File: src/design/wbss_pkg.sv
// Shared types and constants for the wildcard byte signature scanner.
// Used by wbss_cell and wildcard_byte_signature_scanner. No dependencies.
package wbss_pkg;

   // Window depth (cells in the chain) and byte counter width
   localparam int MAX_PATTERN = 16;
   localparam int COUNT_WIDTH = 32;

   // Signature storage is fixed by the register map: 16 bytes
   localparam int SIG_BYTES     = 16;
   localparam int SIG_IDX_WIDTH = 4;
   localparam int LEN_WIDTH     = 5;
   localparam int ADDR_WIDTH    = 64;
   localparam int CSR_IDX_WIDTH = 3;
   localparam int CSR_DATA_WIDTH = 64;

   // Register indexes on the csr channel
   typedef enum logic [CSR_IDX_WIDTH-1:0] {
      CSR_PATTERN_LOW  = 3'd0,
      CSR_PATTERN_HIGH = 3'd1,
      CSR_CARE_MASK    = 3'd2,
      CSR_PATTERN_LEN  = 3'd3,
      CSR_BASE_ADDRESS = 3'd4,
      CSR_FIRST_ONLY   = 3'd5
   } csr_index_type;

   // Input beat
   typedef struct packed {
      logic [7:0] data_byte;
      logic       last_byte;
   } wbss_req_type;

   // Result beat
   typedef struct packed {
      logic                  match_valid;
      logic [ADDR_WIDTH-1:0] match_address;
      logic                  end_of_scan;
   } wbss_rsp_type;

   // Per-cell compare setup, derived from the signature registers
   typedef struct packed {
      logic [7:0] sig_byte;
      logic       must_match;
   } wbss_lane_type;

endpackage

File: src/design/wbss_cell.sv
// One window cell: holds one byte of the sliding window and the compare
// result of that byte against its aligned signature byte. Uses wbss_pkg.
module wbss_cell
   import wbss_pkg::*;
(
   input  logic          clock,
   input  logic          reset,
   input  logic          shift_en,
   input  logic          clear,
   input  logic [7:0]    byte_in,
   input  wbss_lane_type lane,
   output logic [7:0]    byte_out,
   output logic          eq_out
);

   logic [7:0] byte_ff, byte_in_next;
   logic       eq_ff, eq_in;

   // compare the byte entering this cell; window empties after the final byte
   always_comb begin
      eq_in        = !lane.must_match || (byte_in == lane.sig_byte);
      byte_in_next = clear ? 8'd0 : byte_in;
   end

   always_ff @(posedge clock) begin
      if (reset) begin
         byte_ff <= 8'd0;
         eq_ff   <= 1'b0;
      end else if (shift_en) begin
         byte_ff <= byte_in_next;
         eq_ff   <= eq_in;
      end
   end

   assign byte_out = byte_ff;
   assign eq_out   = eq_ff;

endmodule

File: src/design/wildcard_byte_signature_scanner.sv
// Top level of the wildcard byte signature scanner: csr registers, the chain
// of wbss_cell window cells, match stage and result register. Uses wbss_pkg.
//
// The block takes one byte beat per clock cycle unless the input stalls as
// described below. On accept the byte enters a chain of MAX_PATTERN cells
// that shift the window and compare each incoming byte against its aligned
// signature byte, and the window stage registers it; when the window stage
// moves on, the per-cell compare bits are combined, the start address is
// formed and a result beat is loaded into the output register.
// Bytes that produce no result pass through without using the output
// register. Input stalls only when the byte in the window stage needs a result
// beat while the output register still holds one that the sink is not taking.
// Write the csr registers only while the block is idle.
module wildcard_byte_signature_scanner
   import wbss_pkg::*;
(
   input  logic                      clock,
   input  logic                      reset,
   // byte input channel
   input  logic                      req_valid,
   output logic                      req_ready,
   input  wbss_req_type              req_data,
   // result channel
   output logic                      rsp_valid,
   input  logic                      rsp_ready,
   output wbss_rsp_type              rsp_data,
   // csr write channel
   input  logic                      csr_valid,
   output logic                      csr_ready,
   input  logic [CSR_IDX_WIDTH-1:0]  csr_index,
   input  logic [CSR_DATA_WIDTH-1:0] csr_data
);

   // csr registers
   logic [63:0]            pat_low_ff, pat_high_ff;
   logic [SIG_BYTES-1:0]   care_ff;
   logic [LEN_WIDTH-1:0]   len_ff;
   logic [ADDR_WIDTH-1:0]  base_ff;
   logic                   first_only_ff;

   // scan state
   logic [COUNT_WIDTH-1:0] seen_ff, seen_in, seen_inc;
   logic                   found_ff, found_in;

   // window stage
   logic                   a_valid_ff, a_valid_in;
   logic                   a_last_ff;
   logic [COUNT_WIDTH-1:0] a_seen_ff;

   // result register
   logic                   rsp_valid_ff, rsp_valid_in;
   wbss_rsp_type           rsp_ff;

   logic                   req_go, a_go, out_free, need_out;
   logic                   len_ok, all_eq, hit;
   logic [ADDR_WIDTH-1:0]  match_addr;

   logic [7:0]             sig [SIG_BYTES];
   wbss_lane_type          lanes [MAX_PATTERN];
   logic [7:0]             chain [MAX_PATTERN+1];
   logic [MAX_PATTERN-1:0] eq_bits;

   assign csr_ready = 1'b1;

   // csr writes; indexes past the map are dropped
   always_ff @(posedge clock) begin
      if (reset) begin
         pat_low_ff    <= '0;
         pat_high_ff   <= '0;
         care_ff       <= '0;
         len_ff        <= '0;
         base_ff       <= '0;
         first_only_ff <= 1'b0;
      end else if (csr_valid && csr_ready) begin
         case (csr_index)
            CSR_PATTERN_LOW:  pat_low_ff    <= csr_data;
            CSR_PATTERN_HIGH: pat_high_ff   <= csr_data;
            CSR_CARE_MASK:    care_ff       <= csr_data[SIG_BYTES-1:0];
            CSR_PATTERN_LEN:  len_ff        <= csr_data[LEN_WIDTH-1:0];
            CSR_BASE_ADDRESS: base_ff       <= csr_data[ADDR_WIDTH-1:0];
            CSR_FIRST_ONLY:   first_only_ff <= csr_data[0];
            default: ;
         endcase
      end
   end

   // signature bytes as an array
   always_comb begin
      for (int i = 0; i < 8; i++) begin
         sig[i]   = pat_low_ff[8*i +: 8];
         sig[i+8] = pat_high_ff[8*i +: 8];
      end
   end

   // lane setup: cell k (age k) lines up with signature byte len-1-k
   always_comb begin
      logic [LEN_WIDTH-1:0] idx;
      for (int k = 0; k < MAX_PATTERN; k++) begin
         idx = len_ff - LEN_WIDTH'(1) - LEN_WIDTH'(k);
         lanes[k].sig_byte   = sig[idx[SIG_IDX_WIDTH-1:0]];
         lanes[k].must_match = (LEN_WIDTH'(k) < len_ff)
                             && care_ff[idx[SIG_IDX_WIDTH-1:0]];
      end
   end

   // handshakes
   assign out_free  = !rsp_valid_ff || rsp_ready;
   assign need_out  = hit || a_last_ff;
   assign a_go      = a_valid_ff && (!need_out || out_free);
   assign req_ready = !a_valid_ff || a_go;
   assign req_go    = req_valid && req_ready;

   // chain of window cells, newest byte enters cell 0
   assign chain[0] = req_data.data_byte;

   for (genvar k = 0; k < MAX_PATTERN; k++) begin : g_cell
      wbss_cell u_cell (
         .clock    (clock),
         .reset    (reset),
         .shift_en (req_go),
         .clear    (req_data.last_byte),
         .byte_in  (chain[k]),
         .lane     (lanes[k]),
         .byte_out (chain[k+1]),
         .eq_out   (eq_bits[k])
      );
   end

   // saturating byte count of the range, cleared after the final byte
   always_comb begin
      seen_inc = (seen_ff == {COUNT_WIDTH{1'b1}}) ? seen_ff : seen_ff + COUNT_WIDTH'(1);
      seen_in  = seen_ff;
      if (req_go) begin
         seen_in = req_data.last_byte ? '0 : seen_inc;
      end
   end

   // match decision for the byte in the window stage
   always_comb begin
      len_ok     = (len_ff != '0) && (len_ff <= LEN_WIDTH'(MAX_PATTERN));
      all_eq     = &eq_bits;
      hit        = a_valid_ff && len_ok && all_eq
                && (a_seen_ff >= COUNT_WIDTH'(len_ff))
                && !(first_only_ff && found_ff);
      match_addr = base_ff + ADDR_WIDTH'(a_seen_ff) - ADDR_WIDTH'(len_ff);
   end

   // first-match flag
   always_comb begin
      found_in = found_ff;
      if (a_go) begin
         if (a_last_ff) begin
            found_in = 1'b0;
         end else if (hit) begin
            found_in = 1'b1;
         end
      end
   end

   always_comb begin
      a_valid_in = req_go ? 1'b1 : (a_go ? 1'b0 : a_valid_ff);
   end

   always_comb begin
      rsp_valid_in = rsp_valid_ff;
      if (a_go && need_out) begin
         rsp_valid_in = 1'b1;
      end else if (rsp_ready) begin
         rsp_valid_in = 1'b0;
      end
   end

   // control state
   always_ff @(posedge clock) begin
      if (reset) begin
         seen_ff      <= '0;
         found_ff     <= 1'b0;
         a_valid_ff   <= 1'b0;
         rsp_valid_ff <= 1'b0;
      end else begin
         seen_ff      <= seen_in;
         found_ff     <= found_in;
         a_valid_ff   <= a_valid_in;
         rsp_valid_ff <= rsp_valid_in;
      end
   end

   // window stage payload
   always_ff @(posedge clock) begin
      if (req_go) begin
         a_last_ff <= req_data.last_byte;
         a_seen_ff <= seen_inc;
      end
   end

   // result payload
   always_ff @(posedge clock) begin
      if (a_go && need_out) begin
         rsp_ff.match_valid   <= hit;
         rsp_ff.match_address <= hit ? match_addr : '0;
         rsp_ff.end_of_scan   <= a_last_ff;
      end
   end

   assign rsp_valid = rsp_valid_ff;
   assign rsp_data  = rsp_ff;

endmodule
File: config.mk
export PLATFORM = sky130hd
export DESIGN_NAME = wildcard_byte_signature_scanner
export DESIGN_NICKNAME = d
export VERILOG_FILES = /design/src/design/wbss_pkg.sv /design/src/design/wbss_cell.sv /design/src/design/wildcard_byte_signature_scanner.sv
export SDC_FILE = /design/constraint.sdc
export NUM_CORES = 2
export LEC_CHECK = 0
export BUFFER_PORTS_ARGS = -buffer_cell sky130_fd_sc_hd__buf_4
export CORE_ASPECT_RATIO = 1.75
export CORE_MARGIN = 4
export CORE_UTILIZATION = 63
export CTS_CLUSTER_SIZE = 40
export DETAILED_ROUTE_END_ITERATION = 7
export PLACE_DENSITY = 0.9
export SYNTH_ARGS = -nofsm -noshare
export SYNTH_HDL_FRONTEND = slang
export SYNTH_SLANG_ARGS = --single-unit
File: constraint.sdc
create_clock -name clock -period 6.2 [get_ports clock]
set_clock_uncertainty 0.1 [all_clocks]
set_input_delay 1.24 -clock clock [delete_from_list [all_inputs] [get_ports clock]]
set_output_delay 1.24 -clock clock [all_outputs]
set_load 0.05 [all_outputs]
==> flow_summary_export.csv <==
group,metric,value,unit
pwr,ir_drop,0.185,mV
setup_path,crit_path_max_incr_delay,1.11,ns
timing,totalNegativeSetupSlack,0,ns
pwr,power.density,220,nW/um^2
floorplanning,coreArea,49600,um^2
place,detailed_place.area,32800,um^2
floorplanning,die_w,177,um
setup_path,crit_path_cell_trace,"inv_1 > ha_4 > inv_1 > ha_1 > buf_4 > mux4_2 > mux2i_1 > mux2i_1 > xor2_1 > nor4_1 > a21oi_1 > a211oi_1",
timing,grt_setup_unrepaired,"false",
routing,routed_via_density,6.39,
setup_path,crit_arrival,5.63,ns
clocking,htreeDepth,2,
routing,detail-route-antenna-nets,0,
global_route,first_pass_grt_wire_length,150000,um
clocking,hold_buffers,0,
layout,n_antenna_cell,0,
min_path,min-delay-path-class,"reg2reg",
clocking,post_cts.repair.setup_buffers,0,
setup_path,setup.worst_path.start_class,"register",
job,max-cap-violations,0,
routing,detail_route.iter0.violations,2628,
timing,finalHoldViolations,0,
place,buffer_ports.inserted,148,
setup_path,criticalPathCategory,"reg2reg",
layout,final.fill_count,3794,
timing,fin_hold_ws,0.357,ns
timing,layout_setup_ws,0.976,ns
synth,synth.lib_cells_used.distinct,91,
global_route,grt_util_all_layers,35.8,%
routing,total_vias_in_the_final_route,27400,
clocking,clock_sinks,484,
layout,net_total_in_the_final_layout,3785,
synth,ys_warn_count,0,
timing,timing_max_transition_violations_final,0,
timing,period_share,84.3,%
layout,finish.instance_area,34400,um^2
layout,final_cell_count_no_fill,4291,
routing,drc_errors,1,
run_status,outcome,"complete, but fails checks",
synth,asyncSetResetFlopFracSynth,0,%
clocking,clk-insertion-delay-late,0.59,ns
synth,syn-mean-instance-area,8.73,um^2
timing,worst_slew_margin_rel,12.0,%
setup_path,cp_slowest_cell,"nor4_1",
setup_path,worst-path-max-fanout,32,
synth,mappedNetlistNets,3797,
global_route,grt_max_degree,144,
floorplanning,placement_rows,108,
synth,synth-edff-count,99,
timing,max_slew.worst_pin.slew,1.31,ns
global_route,first_global_vias,26000,
synth,ys_seq_elements,484,
setup_path,path_buf_inv,3,
pwr,total_leakage_power,13.0,nW
global_route,global_route.overflow_total,0,
run_status,violations_in_the_final_reports,"design-rule violations",
floorplanning,pin_count,150,
routing,drtPass1Iterations,8,
synth,yosysSeqAreaShare,33.9,%
floorplanning,initial_utilization,63.5,%
floorplanning,die_area,53800,um^2
setup_path,critPathRequiredTime,6.61,ns
timing,setup_viol,0,
clocking,post_cts.resized_instances,0,
place,dp_hpwl,73900,um
global_route,grt_antenna_before_repair,1,
layout,syn2layout_area_growth,9.14,%
setup_path,cp_top_family,"simple AND/OR/NAND/NOR gates",
synth,netlist_instances,3608,
floorplanning,chipHeight,304,um
synth,syn_area,31500,um^2
layout,drive_above_1_share,11.8,%
routing,post_drt_wl_per_cell,23.1,um
routing,routed_wl,99100,um
clocking,cts.reportedPaths.clkPinSlew,0.07,ns
setup_path,critPathCaptureType,"register",
clocking,clock_tree.buffer_depth,3,
place,numPlacedInstances,4209,
clocking,cts_inserted_buffers,45,
timing,final.min_clock_period,5.22,ns
timing,max_clock_freq,191,MHz
clocking,clock_tree_from_tritoncts,"yes",
clocking,cts_root_buf,"clkbuf_16",
synth,ys.flop_type,"dfxtp_1",
place,place_ws,1.33,ns
place,gp_congestion,1.12,
registers in the layout, indices dropped and copies added (netlist names):
signal	cells
g_cell.u_cell.eq_out	16
first_only_ff	1
pat_low_ff	64
base_ff	64
pat_high_ff	64
a_seen_ff	32
seen_ff	32
g_cell.u_cell.byte_out	120
len_ff	5
rsp_data	66
found_ff	1
a_valid_ff	1
a_last_ff	1
rsp_valid	1
care_ff	16
cells in the mapped netlist, drive strengths merged, types with 3 or more instances:
master,number,area share (%)
nand2,534,6.4
a21oi,463,7.4
dfxtp,385,24
mux2i,357,11
nor2,293,3.6
inv,190,2.3
clkbuf,144,1.7
nor3b,121,2.9
xnor2,118,3.5
xor2,113,3.2
ha,103,4.1
edfxtp,99,9.4
buf,98,1.7
mux4,98,7.0
o21ai,87,1.4
nand4,44,0.91
a21o,33,0.79
mux2,31,1.1
nand3,30,0.48
nor4,30,0.66
a211oi,18,0.43
a31oi,17,0.34
nor3,17,0.36
or3,17,0.34
nor2b,16,0.32
and3,15,0.30
o21bai,15,0.36
nand2b,13,0.26
nand3b,12,0.29
a22oi,8,0.19
o211ai,8,0.19
a21boi,7,0.17
and2,7,0.14
and4,6,0.17
o21a,6,0.17
o31ai,6,0.14
fa,5,0.32
a311oi,4,0.13
o22ai,4,0.079
or4b,4,0.14
a2111oi,3,0.083
o41ai,3,0.11
kinds of logic (layout without fill, tap and decap cells):
family	Yosys count	in the layout	synth area share, %
AO/OA/AOI/OAI	700	700	12.5
AND/OR/NAND/NOR	1166	1166	17.3
other	1	1	0.0119
flip-flops	484	484	33.9
adder cells (fa/ha/maj)	108	108	4.41
buffers and inverters	432	455	5.63
multiplexers	486	486	19.5
XOR/XNOR	231	231	6.71
cells in the final DEF, fill, tap and decap left out, types with 6 or more instances in the layout:
master,count
nand2_1,531
a21oi_1,460
dfxtp_1,383
mux2i_1,356
nor2_1,290
inv_1,186
buf_4,175
nor3b_1,121
xnor2_1,112
xor2_1,110
ha_1,102
edfxtp_1,99
mux4_2,98
o21ai_0,76
clkbuf_16,48
nand4_1,42
a21o_1,33
mux2_2,30
nand3_1,29
nor4_1,28
a211oi_1,18
or3_1,17
a31oi_1,17
nor2b_1,15
o21bai_1,15
and3_1,14
nor3_1,14
nand2b_1,13
nand3b_1,12
o21ai_1,11
clkbuf_8,9
a22oi_1,8
o211ai_1,8
buf_12,7
and4_1,6
final timing paths:
path	start	endpoint	slack, ns	cells after the start
setup reg to reg	len_ff[1]	g_cell[10].u_cell.eq_out	0.98	12
hold / removal	base_ff[18]	base_ff[18]	0.36	2
setup / recovery	len_ff[1]	g_cell[10].u_cell.eq_out	0.98	12
hold reg to reg	base_ff[18]	base_ff[18]	0.36	2
where the power goes:
part           internal, W  total [W]  switching (W)  leakage [nW]
Clock              0.00163    0.00294        0.00131         0.759
Sequential         0.00326    0.00331      0.0000509          4.15
Combinational     0.000487    0.00132       0.000832          8.08
Total              0.00537    0.00757        0.00219          13.0
tightest hold or removal path: cells and delay by family, from the launching register on:
kind / cells / cell delay, ns
AND/OR/NAND/NOR: 1 / 0.05
flip-flops: 1 / 0.31
AO/OA/AOI/OAI: 1 / 0.05
layout make-up:
class                           count  area (um^2)  share of cell area, %
Clock inverter                     22          233                  0.677
Multi-Input combinational cell   2692        19100                   55.6
Sequential cell                   484        10700                   31.1
Timing Repair Buffer              183         1470                   4.27
Inverter                          190          713                   2.07
Tap cell                          660          826                   2.40
Clock buffer                       60         1340                   3.89
metrics by stage:
| step | util (%) | total power, W |
|---|---|---|
| 5_1_grt | 69.3 | 0.00781 |
| 4_1_cts | 69.3 | 0.00754 |
| 2_1_floorplan | - | 0.00428 |
| 3_3_place_gp | 66.2 | 0.00464 |
| 3_5_place_dp | 66.2 | 0.00466 |
| 6_report | 69.3 | 0.00757 |
layer usage:
metal	up-vias	routed length [um]	share of wire, %	global-route usage [%]
met2	1420	46700	47	58.3
met3	437	7250	7.3	5.29
li1	12600	-	-	-
met4	2	11300	11	31.8
met5	-	13	0.013	0
met1	13000	33800	34	40.1
(Power assumes the default switching activity.)
